[src/design/sobl_pkg.sv]
`default_nettype none

package sobl_pkg;

  // pipeline depth: two stages in the alpha front end, six in each colour lane
  localparam int unsigned FrontStages = 2;
  localparam int unsigned LaneStages  = 6;
  localparam int unsigned NumStages   = FrontStages + LaneStages;

  localparam logic [8:0] OpacityReset = 9'd256;
  localparam logic [7:0] FullAlpha    = 8'd255;
  localparam logic [7:0] HalfAlpha    = 8'd128;

  // how a pixel is composited, decided once in the front end
  typedef enum logic [2:0] {
    MODE_PASS  = 3'b001,
    MODE_COPY  = 3'b010,
    MODE_BLEND = 3'b100
  } mode_e;

  typedef struct packed {
    logic [7:0] a;
    logic [7:0] b;
    logic [7:0] g;
    logic [7:0] r;
  } pix_t;

  typedef struct packed {
    mode_e      mode;
    logic [7:0] sa;   // effective source alpha
    logic [7:0] da2;  // attenuated destination alpha
  } ctl_t;

  // one restoring division step: does the shifted divisor fit
  function automatic logic div_fits(input logic [16:0] rem, input logic [7:0] dv,
                                    input logic [2:0] pos);
    logic [16:0] dd;
    dd = 17'(dv) << pos;
    return rem >= dd;
  endfunction

  // one restoring division step: remainder afterwards
  function automatic logic [16:0] div_rem(input logic [16:0] rem, input logic [7:0] dv,
                                          input logic [2:0] pos);
    logic [16:0] dd;
    dd = 17'(dv) << pos;
    return (rem >= dd) ? rem - dd : rem;
  endfunction

endpackage

`default_nettype wire

[src/design/sobl_front.sv]
`default_nettype none

module sobl_front
  import sobl_pkg::*;
(
  input  wire logic                   clk_i,
  input  wire logic [FrontStages-1:0] en_i,
  input  wire logic [8:0]             opacity_i,
  input  wire pix_t                   src_i,
  input  wire pix_t                   dst_i,
  output ctl_t                        ctl_o,
  output pix_t                        src_o,
  output pix_t                        dst_o
);

  // stage 0: opacity scaling of source alpha
  logic [15:0] sa_mul;
  logic [7:0]  sa0_q;
  logic        off0_q;
  pix_t        src0_q, dst0_q;

  assign sa_mul = 16'(src_i.a) * 16'(opacity_i[7:0]);

  always_ff @(posedge clk_i) begin
    if (en_i[0]) begin
      sa0_q  <= opacity_i[8] ? src_i.a : sa_mul[15:8];
      off0_q <= (opacity_i == '0);
      src0_q <= src_i;
      dst0_q <= dst_i;
    end
  end

  // stage 1: destination alpha attenuation, divide by 255 with rounding
  logic [15:0] att;
  logic [16:0] att_q255;
  mode_e       mode1;
  ctl_t        ctl1_q;
  pix_t        src1_q, dst1_q;

  assign att      = 16'(FullAlpha - sa0_q) * 16'(dst0_q.a) + 16'(HalfAlpha);
  // exact floor(x / 255) for x below 2^16 - 1
  assign att_q255 = 17'(att) + 17'(att[15:8]) + 17'd1;

  always_comb begin
    if (off0_q || sa0_q == '0) begin
      mode1 = MODE_PASS;
    end else if (sa0_q == FullAlpha || dst0_q.a == '0) begin
      mode1 = MODE_COPY;
    end else begin
      mode1 = MODE_BLEND;
    end
  end

  always_ff @(posedge clk_i) begin
    if (en_i[1]) begin
      ctl1_q.mode <= mode1;
      ctl1_q.sa   <= sa0_q;
      ctl1_q.da2  <= att_q255[15:8];
      src1_q      <= src0_q;
      dst1_q      <= dst0_q;
    end
  end

  assign ctl_o = ctl1_q;
  assign src_o = src1_q;
  assign dst_o = dst1_q;

endmodule

`default_nettype wire

[src/design/sobl_lane.sv]
`default_nettype none

module sobl_lane
  import sobl_pkg::*;
(
  input  wire logic                  clk_i,
  input  wire logic [LaneStages-1:0] en_i,
  input  wire ctl_t                  ctl_i,
  input  wire logic [7:0]            src_i,
  input  wire logic [7:0]            dst_i,
  output logic [7:0]                 res_o
);

  // stage 0: new alpha and the two weighted products
  mode_e       mode0_q;
  logic [7:0]  s0_q, d0_q, na0_q;
  logic [15:0] pd_q, ps_q;

  always_ff @(posedge clk_i) begin
    if (en_i[0]) begin
      mode0_q <= ctl_i.mode;
      s0_q    <= src_i;
      d0_q    <= dst_i;
      na0_q   <= 8'(9'(ctl_i.da2) + 9'(ctl_i.sa));
      pd_q    <= 16'(dst_i) * 16'(ctl_i.da2);
      ps_q    <= 16'(src_i) * 16'(ctl_i.sa);
    end
  end

  // stage 1: numerator with half divisor for rounding
  mode_e       mode1_q;
  logic [7:0]  s1_q, d1_q, na1_q;
  logic [16:0] num_q;

  always_ff @(posedge clk_i) begin
    if (en_i[1]) begin
      mode1_q <= mode0_q;
      s1_q    <= s0_q;
      d1_q    <= d0_q;
      na1_q   <= na0_q;
      num_q   <= 17'(pd_q) + 17'(ps_q) + 17'(na0_q >> 1);
    end
  end

  // stages 2..5: restoring divide, two quotient bits per stage
  mode_e       mode_dq [3];
  logic [7:0]  s_dq [3];
  logic [7:0]  d_dq [3];
  logic [7:0]  na_dq [3];
  logic [16:0] rem_q [3];
  logic [7:0]  quo_q [3];
  logic [7:0]  res_q;

  for (genvar j = 0; j < 4; j++) begin : g_div
    localparam int unsigned Hi = 7 - 2 * j;
    localparam int unsigned Lo = 6 - 2 * j;

    logic [16:0] rem_in, rem_mid;
    logic [7:0]  quo_in, quo_out, na_in, s_in, d_in;
    mode_e       mode_in;

    if (j == 0) begin : g_first
      assign rem_in  = num_q;
      assign quo_in  = '0;
      assign na_in   = na1_q;
      assign s_in    = s1_q;
      assign d_in    = d1_q;
      assign mode_in = mode1_q;
    end else begin : g_next
      assign rem_in  = rem_q[j-1];
      assign quo_in  = quo_q[j-1];
      assign na_in   = na_dq[j-1];
      assign s_in    = s_dq[j-1];
      assign d_in    = d_dq[j-1];
      assign mode_in = mode_dq[j-1];
    end

    always_comb begin
      rem_mid     = div_rem(rem_in, na_in, 3'(Hi));
      quo_out     = quo_in;
      quo_out[Hi] = div_fits(rem_in, na_in, 3'(Hi));
      quo_out[Lo] = div_fits(rem_mid, na_in, 3'(Lo));
    end

    if (j < 3) begin : g_mid
      always_ff @(posedge clk_i) begin
        if (en_i[2+j]) begin
          rem_q[j]   <= div_rem(rem_mid, na_in, 3'(Lo));
          quo_q[j]   <= quo_out;
          na_dq[j]   <= na_in;
          s_dq[j]    <= s_in;
          d_dq[j]    <= d_in;
          mode_dq[j] <= mode_in;
        end
      end
    end else begin : g_last
      always_ff @(posedge clk_i) begin
        if (en_i[2+j]) begin
          case (mode_in)
            MODE_PASS: res_q <= d_in;
            MODE_COPY: res_q <= s_in;
            default:   res_q <= quo_out;
          endcase
        end
      end
    end
  end

  assign res_o = res_q;

endmodule

`default_nettype wire

[src/design/straight_alpha_over_blend_unit.sv]
`default_nettype none

// straight-alpha "over" compositor, 8-bit rgba, one pixel pair per transaction
//
// input stream:  s_axis_* carries a source and a destination pixel; a transaction
//                completes when tvalid and tready are both high
// output stream: m_axis_* carries the composited pixel, one per input transaction,
//                in the same order
// config:        cfg_valid_i / cfg_data_i write the 9-bit opacity register; it is
//                always ready and should only be written while the block is idle
//
// pipeline: eight register stages. throughput: one pixel per clock while the
// receiver does not stall, set by the fully pipelined datapath (opacity multiply,
// alpha divide by 255, products, an 8-bit restoring divider at two quotient bits
// per stage)
//
// reset empties the pipeline and sets opacity to 256 (full rate)
// when the receiver stalls, the last stage holds its pixel; earlier stages keep
// filling any bubbles, so s_axis_tready only drops once every stage is occupied
module straight_alpha_over_blend_unit
  import sobl_pkg::*;
(
  input  wire logic        clk_i,
  input  wire logic        rst_ni,
  // configuration write channel
  input  wire logic        cfg_valid_i,
  output logic             cfg_ready_o,
  input  wire logic [8:0]  cfg_data_i,      // opacity
  // input stream
  input  wire logic        s_axis_tvalid,
  output logic             s_axis_tready,
  // [7:0] src_red, [15:8] src_green, [23:16] src_blue, [31:24] src_alpha,
  // [39:32] dst_red, [47:40] dst_green, [55:48] dst_blue, [63:56] dst_alpha
  input  wire logic [63:0] s_axis_tdata,
  // output stream
  output logic             m_axis_tvalid,
  input  wire logic        m_axis_tready,
  // [7:0] out_red, [15:8] out_green, [23:16] out_blue, [31:24] out_alpha
  output logic [31:0]      m_axis_tdata
);

  // opacity register
  logic [8:0] opacity_q;

  assign cfg_ready_o = 1'b1;

  always_ff @(posedge clk_i or negedge rst_ni) begin
    if (!rst_ni) begin
      opacity_q <= OpacityReset;
    end else if (cfg_valid_i && cfg_ready_o) begin
      opacity_q <= cfg_data_i;
    end
  end

  // pipeline control: per-stage valid, a stage loads when empty or draining
  logic [NumStages-1:0] valid_q, valid_d, en;

  always_comb begin
    en[NumStages-1] = !valid_q[NumStages-1] || m_axis_tready;
    for (int k = NumStages - 2; k >= 0; k--) begin
      en[k] = !valid_q[k] || en[k+1];
    end
  end

  always_comb begin
    valid_d[0] = en[0] ? s_axis_tvalid : valid_q[0];
    for (int k = 1; k < NumStages; k++) begin
      valid_d[k] = en[k] ? valid_q[k-1] : valid_q[k];
    end
  end

  always_ff @(posedge clk_i or negedge rst_ni) begin
    if (!rst_ni) begin
      valid_q <= '0;
    end else begin
      valid_q <= valid_d;
    end
  end

  assign s_axis_tready = en[0];
  assign m_axis_tvalid = valid_q[NumStages-1];

  // unpack the pixel pair
  pix_t src_in, dst_in;

  assign src_in = '{r: s_axis_tdata[7:0],   g: s_axis_tdata[15:8],
                    b: s_axis_tdata[23:16], a: s_axis_tdata[31:24]};
  assign dst_in = '{r: s_axis_tdata[39:32], g: s_axis_tdata[47:40],
                    b: s_axis_tdata[55:48], a: s_axis_tdata[63:56]};

  // front end: effective source alpha, attenuated destination alpha, mode
  ctl_t ctl;
  pix_t src_f, dst_f;

  sobl_front u_front (
    .clk_i     (clk_i),
    .en_i      (en[FrontStages-1:0]),
    .opacity_i (opacity_q),
    .src_i     (src_in),
    .dst_i     (dst_in),
    .ctl_o     (ctl),
    .src_o     (src_f),
    .dst_o     (dst_f)
  );

  // colour lanes, one divider each
  logic [7:0] res_r, res_g, res_b;

  sobl_lane u_lane_r (
    .clk_i (clk_i),
    .en_i  (en[NumStages-1:FrontStages]),
    .ctl_i (ctl),
    .src_i (src_f.r),
    .dst_i (dst_f.r),
    .res_o (res_r)
  );

  sobl_lane u_lane_g (
    .clk_i (clk_i),
    .en_i  (en[NumStages-1:FrontStages]),
    .ctl_i (ctl),
    .src_i (src_f.g),
    .dst_i (dst_f.g),
    .res_o (res_g)
  );

  sobl_lane u_lane_b (
    .clk_i (clk_i),
    .en_i  (en[NumStages-1:FrontStages]),
    .ctl_i (ctl),
    .src_i (src_f.b),
    .dst_i (dst_f.b),
    .res_o (res_b)
  );

  // alpha result is known after the front end, then just travels along
  logic [7:0] alpha_new;
  logic [7:0] alpha_q [LaneStages];

  always_comb begin
    case (ctl.mode)
      MODE_PASS: alpha_new = dst_f.a;
      MODE_COPY: alpha_new = ctl.sa;
      default:   alpha_new = 8'(9'(ctl.da2) + 9'(ctl.sa));
    endcase
  end

  always_ff @(posedge clk_i) begin
    if (en[FrontStages]) begin
      alpha_q[0] <= alpha_new;
    end
    for (int k = 1; k < LaneStages; k++) begin
      if (en[FrontStages+k]) begin
        alpha_q[k] <= alpha_q[k-1];
      end
    end
  end

  assign m_axis_tdata = {alpha_q[LaneStages-1], res_b, res_g, res_r};

`ifndef SYNTHESIS
  logic in_acc, out_acc;

  assign in_acc  = s_axis_tvalid && s_axis_tready;
  assign out_acc = m_axis_tvalid && m_axis_tready;

  // a free output stage means the pipeline can always take a new pixel
  a_ready_when_tail_free: assert property (@(posedge clk_i) disable iff (!rst_ni)
    !valid_q[NumStages-1] |-> s_axis_tready)
    else $error("input stalled with free output stage");

  // an accepted pixel lands in the first stage
  a_accept_lands: assert property (@(posedge clk_i) disable iff (!rst_ni)
    in_acc |=> valid_q[0])
    else $error("accepted pixel not held in first stage");

  // occupancy changes only by transactions on the two streams
  a_occupancy: assert property (@(posedge clk_i) disable iff (!rst_ni)
    1'b1 |=> ($countones(valid_q) ==
              $past($countones(valid_q)) + int'($past(in_acc)) - int'($past(out_acc))))
    else $error("pixel lost or duplicated in pipeline");
`endif

endmodule

`default_nettype wire

[config.mk]
export PLATFORM = sky130hd
export DESIGN_NAME = straight_alpha_over_blend_unit
export DESIGN_NICKNAME = d
export VERILOG_FILES = /design/src/design/sobl_pkg.sv /design/src/design/sobl_front.sv /design/src/design/sobl_lane.sv /design/src/design/straight_alpha_over_blend_unit.sv
export SDC_FILE = /design/constraint.sdc
export NUM_CORES = 2
export LEC_CHECK = 0
export BUFFER_PORTS_ARGS = -buffer_cell sky130_fd_sc_hd__buf_2
export CORE_UTILIZATION = 40
export CTS_BUF_LIST = sky130_fd_sc_hd__clkbuf_8
export CTS_CLUSTER_SIZE = 40
export DETAILED_ROUTE_END_ITERATION = 6
export HOLD_SLACK_MARGIN = 0.06
export SLEW_MARGIN = 15
export SYNTH_ARGS = -nofsm -noshare
export SYNTH_HDL_FRONTEND = slang
export SYNTH_HIERARCHICAL = 1
export SYNTH_SLANG_ARGS = --single-unit
[constraint.sdc]
create_clock -name clk_i -period 10.1 [get_ports clk_i]
set_input_delay 0 -clock clk_i [delete_from_list [all_inputs] [get_ports clk_i]]
set_output_delay 0 -clock clk_i [all_outputs]
set_load 0.1 [all_outputs]
== Yosys cells after proc, flatten, opt, wreduce, memory -nomap -nowiden ==
Memory sizes are Yosys's and may differ from the RTL's.
Cells that the tools add are included.
Word-level totals
  bits in registers: 446
  bits in writable memories: 516
  input port bits: 78
  logic and storage cells: 208
  memories: 19
Cells by class
  $add $sub $neg: 32
  multipliers: 8
  magnitude comparators: 24
  equality and inequality tests: 9
  mux-type cells: 39
  reductions and logical operators: 21
Memories
  u_lane_b.rem_q: depth 3, width 17, rd ports 3, clocked after memory_dff 0, wr ports 3, RTL line sobl_lane.sv:50  | logic [16:0] rem_q [3];
  u_lane_g.rem_q: depth 3, width 17, rd ports 3, clocked after memory_dff 0, wr ports 3, RTL line sobl_lane.sv:50
  u_lane_r.rem_q: depth 3, width 17, rd ports 3, clocked after memory_dff 0, wr ports 3, RTL line sobl_lane.sv:50
  alpha_q: depth 6, width 8, rd ports 6, clocked after memory_dff 0, wr ports 6, RTL line straight_alpha_over_blend_unit.sv:138  | logic [7:0] alpha_q [LaneStages];
  u_lane_b.d_dq: depth 3, width 8, rd ports 3, clocked after memory_dff 0, wr ports 3, RTL line sobl_lane.sv:48  | logic [7:0] d_dq [3];
  u_lane_b.na_dq: depth 3, width 8, rd ports 3, clocked after memory_dff 0, wr ports 3, RTL line sobl_lane.sv:49  | logic [7:0] na_dq [3];
  +13 memories
Operators with widths (count)
  $mux W17: 21
  $mul A8 B8 Y16: 7
  $pmux W8 S2: 4
  $add A16 B16 Y17: 3
  $add A17 B7 Y17: 3
  $ge A17 B10 Y1: 3
  $ge A17 B11 Y1: 3
  $ge A17 B12 Y1: 3
  $ge A17 B13 Y1: 3
  $ge A17 B14 Y1: 3
  $ge A17 B15 Y1: 3
  $ge A17 B8 Y1: 3
  $ge A17 B9 Y1: 3
  $sub A17 B10 Y17: 3
  $sub A17 B11 Y17: 3
  $sub A17 B12 Y17: 3
  $sub A17 B13 Y17: 3
  $sub A17 B14 Y17: 3
  $sub A17 B15 Y17: 3
  $sub A17 B9 Y17: 3
  $add A16 B1 Y16 const B: 1
  $add A16 B8 Y16: 1
  $add A16 B8 Y16 const B: 1
  $logic_not A8 Y1: 2
  12 further kinds: 45

== Depth between registers and ports, before layout ==
  depth after elaboration: 9
  depth in mapped cells: 25
  mapped depth without buffers: 23

== Cells and area by module ==
Netlist, hierarchy kept.
By module, submodules not included
  sobl_lane (u_lane_g ...): instances 2, cells each 1540, area an instance 17281.6 um^2, sequential area each 7657.3 um^2
  sobl_lane (u_lane_b): instances 1, cells each 1527, area an instance 17138.9 um^2, sequential area each 7657.3 um^2
  sobl_front: instances 1, cells each 707, area an instance 9379.0 um^2, sequential area each 4684.5 um^2
  straight_alpha_over_blend_unit: instances 1, cells each 152, area an instance 2513.7 um^2, sequential area each 1868.0 um^2

== Least setup slack after synthesis ==
Ideal clock, no wire load.
  path kind: register -> register
  start: reg valid_q[7]
  end: mem alpha_q[0][0], enable pin
  library setup time: 1.495 ns
  arrival: 9.286 ns
  required time: 8.605 ns
  setup slack: -0.681 ns
  cell stages (with the launch flop): 5
  clock period less this slack: 10.781 ns
  cells stage by stage: dfrtp_1 -> nor2b_1 -> nand3_1 -> nor2_1 -> nand2_1
RTL lines
  from (decl): RTL line straight_alpha_over_blend_unit.sv:56  | logic [NumStages-1:0] valid_q, valid_d, en;
  from (signal assigned): RTL line straight_alpha_over_blend_unit.sv:76  | valid_q <= valid_d;
  to (decl): RTL line straight_alpha_over_blend_unit.sv:138

== Worst setup path in the final report ==
  start: reg u_front.sa0_q[4]
  end: reg u_front.ctl1_q, in the netlist u_front/ctl_o[6], data pin
Between the ends
  longest elaborated chain between the ends: 5
RTL lines
  from (decl): RTL line sobl_front.sv:18  | logic [7:0] sa0_q;
  from (signal assigned): RTL line sobl_front.sv:26  | sa0_q <= opacity_i[8] ? src_i.a : sa_mul[15:8];
  $sub A8 B8 Y9: RTL line sobl_front.sv:40  | assign att = 16'(FullAlpha - sa0_q) * 16'(dst0_q.a) + 16'(HalfAlpha);
  $mul A16 B8 Y16: RTL line sobl_front.sv:40
  $add A16 B8 Y16: RTL line sobl_front.sv:40
  $add A16 B8 Y16: RTL line sobl_front.sv:42  | assign att_q255 = 17'(att) + 17'(att[15:8]) + 17'd1;
  $add A16 B1 Y16: RTL line sobl_front.sv:42
  via u_front.att_q255[14]: RTL line sobl_front.sv:35  | logic [16:0] att_q255;
  to (decl): RTL line sobl_front.sv:37  | ctl_t ctl1_q;
The timed path passes the listed nets, and every way through them passes these cells.
A chain may end at the register's enable or synchronous reset.

==> reports/summary.txt <==
Hold WC Path Type: input port to flip-flop
Filler instances: 14320
Avg Vias per Cell: 5.09
Layout cells sized above 1: 8.27%
GR Util All Layers: 17.1%
Global-route wire length before repair: 217000 µm
Row cnt: 145
Setup TNS: 0 ps
Initial antenna violation count: 7
Reg2Reg Depth: 21
CTS buffer count: 165
Drt first pass iters: 6
Yosys synthesis warning count: 6
Crit share post-route: 66.4%
CP Launch Type: flip-flop
Syn avg cell area: 11.6 µm²
Syn nets: 6459
Critical path's slowest cell: fa_1
Post-Synthesis Cells: 5450
Routed via count: 40906
Clock Latency Late Sink: 910 ps
Die width: 399 µm
Crit path time final: 6710 ps
Fin nets: 6852
Core area: 156000 µm²
Count of pins over their slew limit: 0
Most used cell, CP: fa_1
DRT iter0 DRCs: 2114
Placed Cells: 7573
Clock transition at path regs: 70 ps
Die height: 399 µm
Status: finished clean
Worst-path fanout max: 11
Die area: 159000 µm²
Routed len/inst: 16.9 µm
Cell area after synthesis: 63100 µm²
Clock Tree Buf Depth: 3
# DRC: 0
Max Fclk: 149 MHz
DRT antenna net count: 0
Global route total overflow: 0
Largest net degree at the start of global routing: 79
Final setup vio count: 0
Slew HR: 27.4%
CP peak stage delay: 570 ps
Routability-driven placement congestion ratio: 0.828
Top delay family on crit path: adder cells
Critical path cell sequence: nand2b_1, fa_1, inv_1, fa_1, inv_1, fa_1, inv_1, fa_1, fa_1, ha_1, a211oi_1, o211ai_1, and2_1, xor2_1, ha_1, or3_1, o22a_2, maj3_2, a31oi_2, nor3_1, xor2_1
Synth-to-Final Area Change: 12.9%
CP required: 10740 ps
Clk sinks: 970
Max_cap viols: 0
RSZ-0062 raised after global routing: no
CP arrival: 7350 ps
Total wire length: 136000 µm
Vias in the first global route: 41322
CTS tree: yes
Post-DP HPWL: 99400 µm
Final hold vios: 0
Clk root buf: clkbuf_8
Bufs and invs on worst path: 3
Fin cells: 8036
Initial Utilization: 40.4%
Port bufs: 111
Least-Margin Pin Slew: 1090 ps
Worst hold stages: 4
Setup CP Type: flip-flop to flip-flop
H-tree depth: 4
Crit path depth: 21
Setup Skew: 55.7 ps
Critical path endpoint category: flip-flop
# IOs: 113
==> cell usage in the layout (no fill, tap or decap), types with 165 or more instances in the layout <==
cell      instances
edfxtp_1        953
inv_1           703
ha_1            593
nand2_1         405
nor2_1          353
fa_1            338
a21oi_1         279
and2_1          231
xnor2_1         206
clkbuf_8        165
==> stage by stage <==
stage	setup WS, ps	hold WS (ps)	util, %	instance area (µm²)
finish	3390	257	45.5	71200
global route	3020	199	45.5	71200
CTS	3410	114	45.5	71200
detailed placement	3450	-43.3	42.3	66200
global placement	3490	-52.4	42.3	66200
floorplan	1240	-296	-	63100
==> worst paths after layout <==
| path | start | endpoint | slack, ps |
|---|---|---|---|
| worst max-delay path | u_front/sa0_q[4]$_DFFE_PP_ | u_front/ctl_o[6]$_DFFE_PP_ | 3390 |
| worst min-delay path | m_axis_tready | valid_q[7]$_DFFE_PN0P_ | 260 |
| max in group asynchronous | rst_ni | valid_q[6]$_DFFE_PN0P_ | 9240 |
| worst max register to register | u_front/sa0_q[4]$_DFFE_PP_ | u_front/ctl_o[6]$_DFFE_PP_ | 3390 |
| worst min register to register | alpha_q[0][4]$_DFFE_PP_ | alpha_q[1][4]$_DFFE_PP_ | 400 |
| min in group asynchronous | rst_ni | valid_q[0]$_DFFE_PN0P_ | 310 |
==> registers in the layout (all words and copies together), names as in the netlist, 17 cells and up <==
name and cells:
u_front/dst_o 32, u_lane_r/g_div.rem_in 17, u_lane_g/rem_q 51, u_front/src0_q 24, u_lane_b/g_div.rem_in 17, u_front/dst0_q 32, u_lane_b/s_dq 24, u_lane_g/g_div.rem_in 17
alpha_q 48, u_lane_g/d_dq 24, u_lane_g/s_dq 24, u_lane_r/d_dq 24, u_lane_b/na_dq 24, u_lane_g/na_dq 24, u_lane_r/na_dq 24, u_front/src_o 24
u_front/ctl_o 19, u_lane_b/rem_q 51, u_lane_r/s_dq 24, u_lane_b/d_dq 24, u_lane_r/rem_q 51
==> layout make-up <==
| cell class | instances | area [µm²] | area share [%] |
|---|---|---|---|
| Clock inverter | 135 | 1120 | 1.57 |
| Sequential cell | 970 | 29000 | 40.8 |
| Clock buffer | 165 | 2270 | 3.19 |
| Timing Repair Buffer | 308 | 2440 | 3.42 |
| Multi-Input combinational cell | 3722 | 31200 | 43.9 |
| Tap cell | 2058 | 2570 | 3.61 |
| Inverter | 676 | 2540 | 3.57 |
| Antenna cell | 2 | 5.00 | 0.00703 |
==> what timing repair did <==
action,in CTS,in global routing
buffers inserted,0,0
hold endpoints to repair,101,0
gates resized for setup,0,0
hold buffers,161,0
==> tightest hold or removal path, stage by stage <==
cell	delay, ps
dlygate4sd3_1	530
buf_2	110
nor2b_1	150
or2_2	320
==> per-layer routing <==
metal | GRT usage, % | share of wire (%) | vias up
met5 | 0 | 0.020 | -
met4 | 5.39 | 2.4 | 4
met3 | 3.15 | 4.5 | 223
met2 | 28.2 | 47 | 798
met1 | 22.8 | 46 | 19903
li1 | - | - | 19978
Power is not shown: default switching activity piles up to over one toggle a cycle in this logic, so the estimate is an artifact.
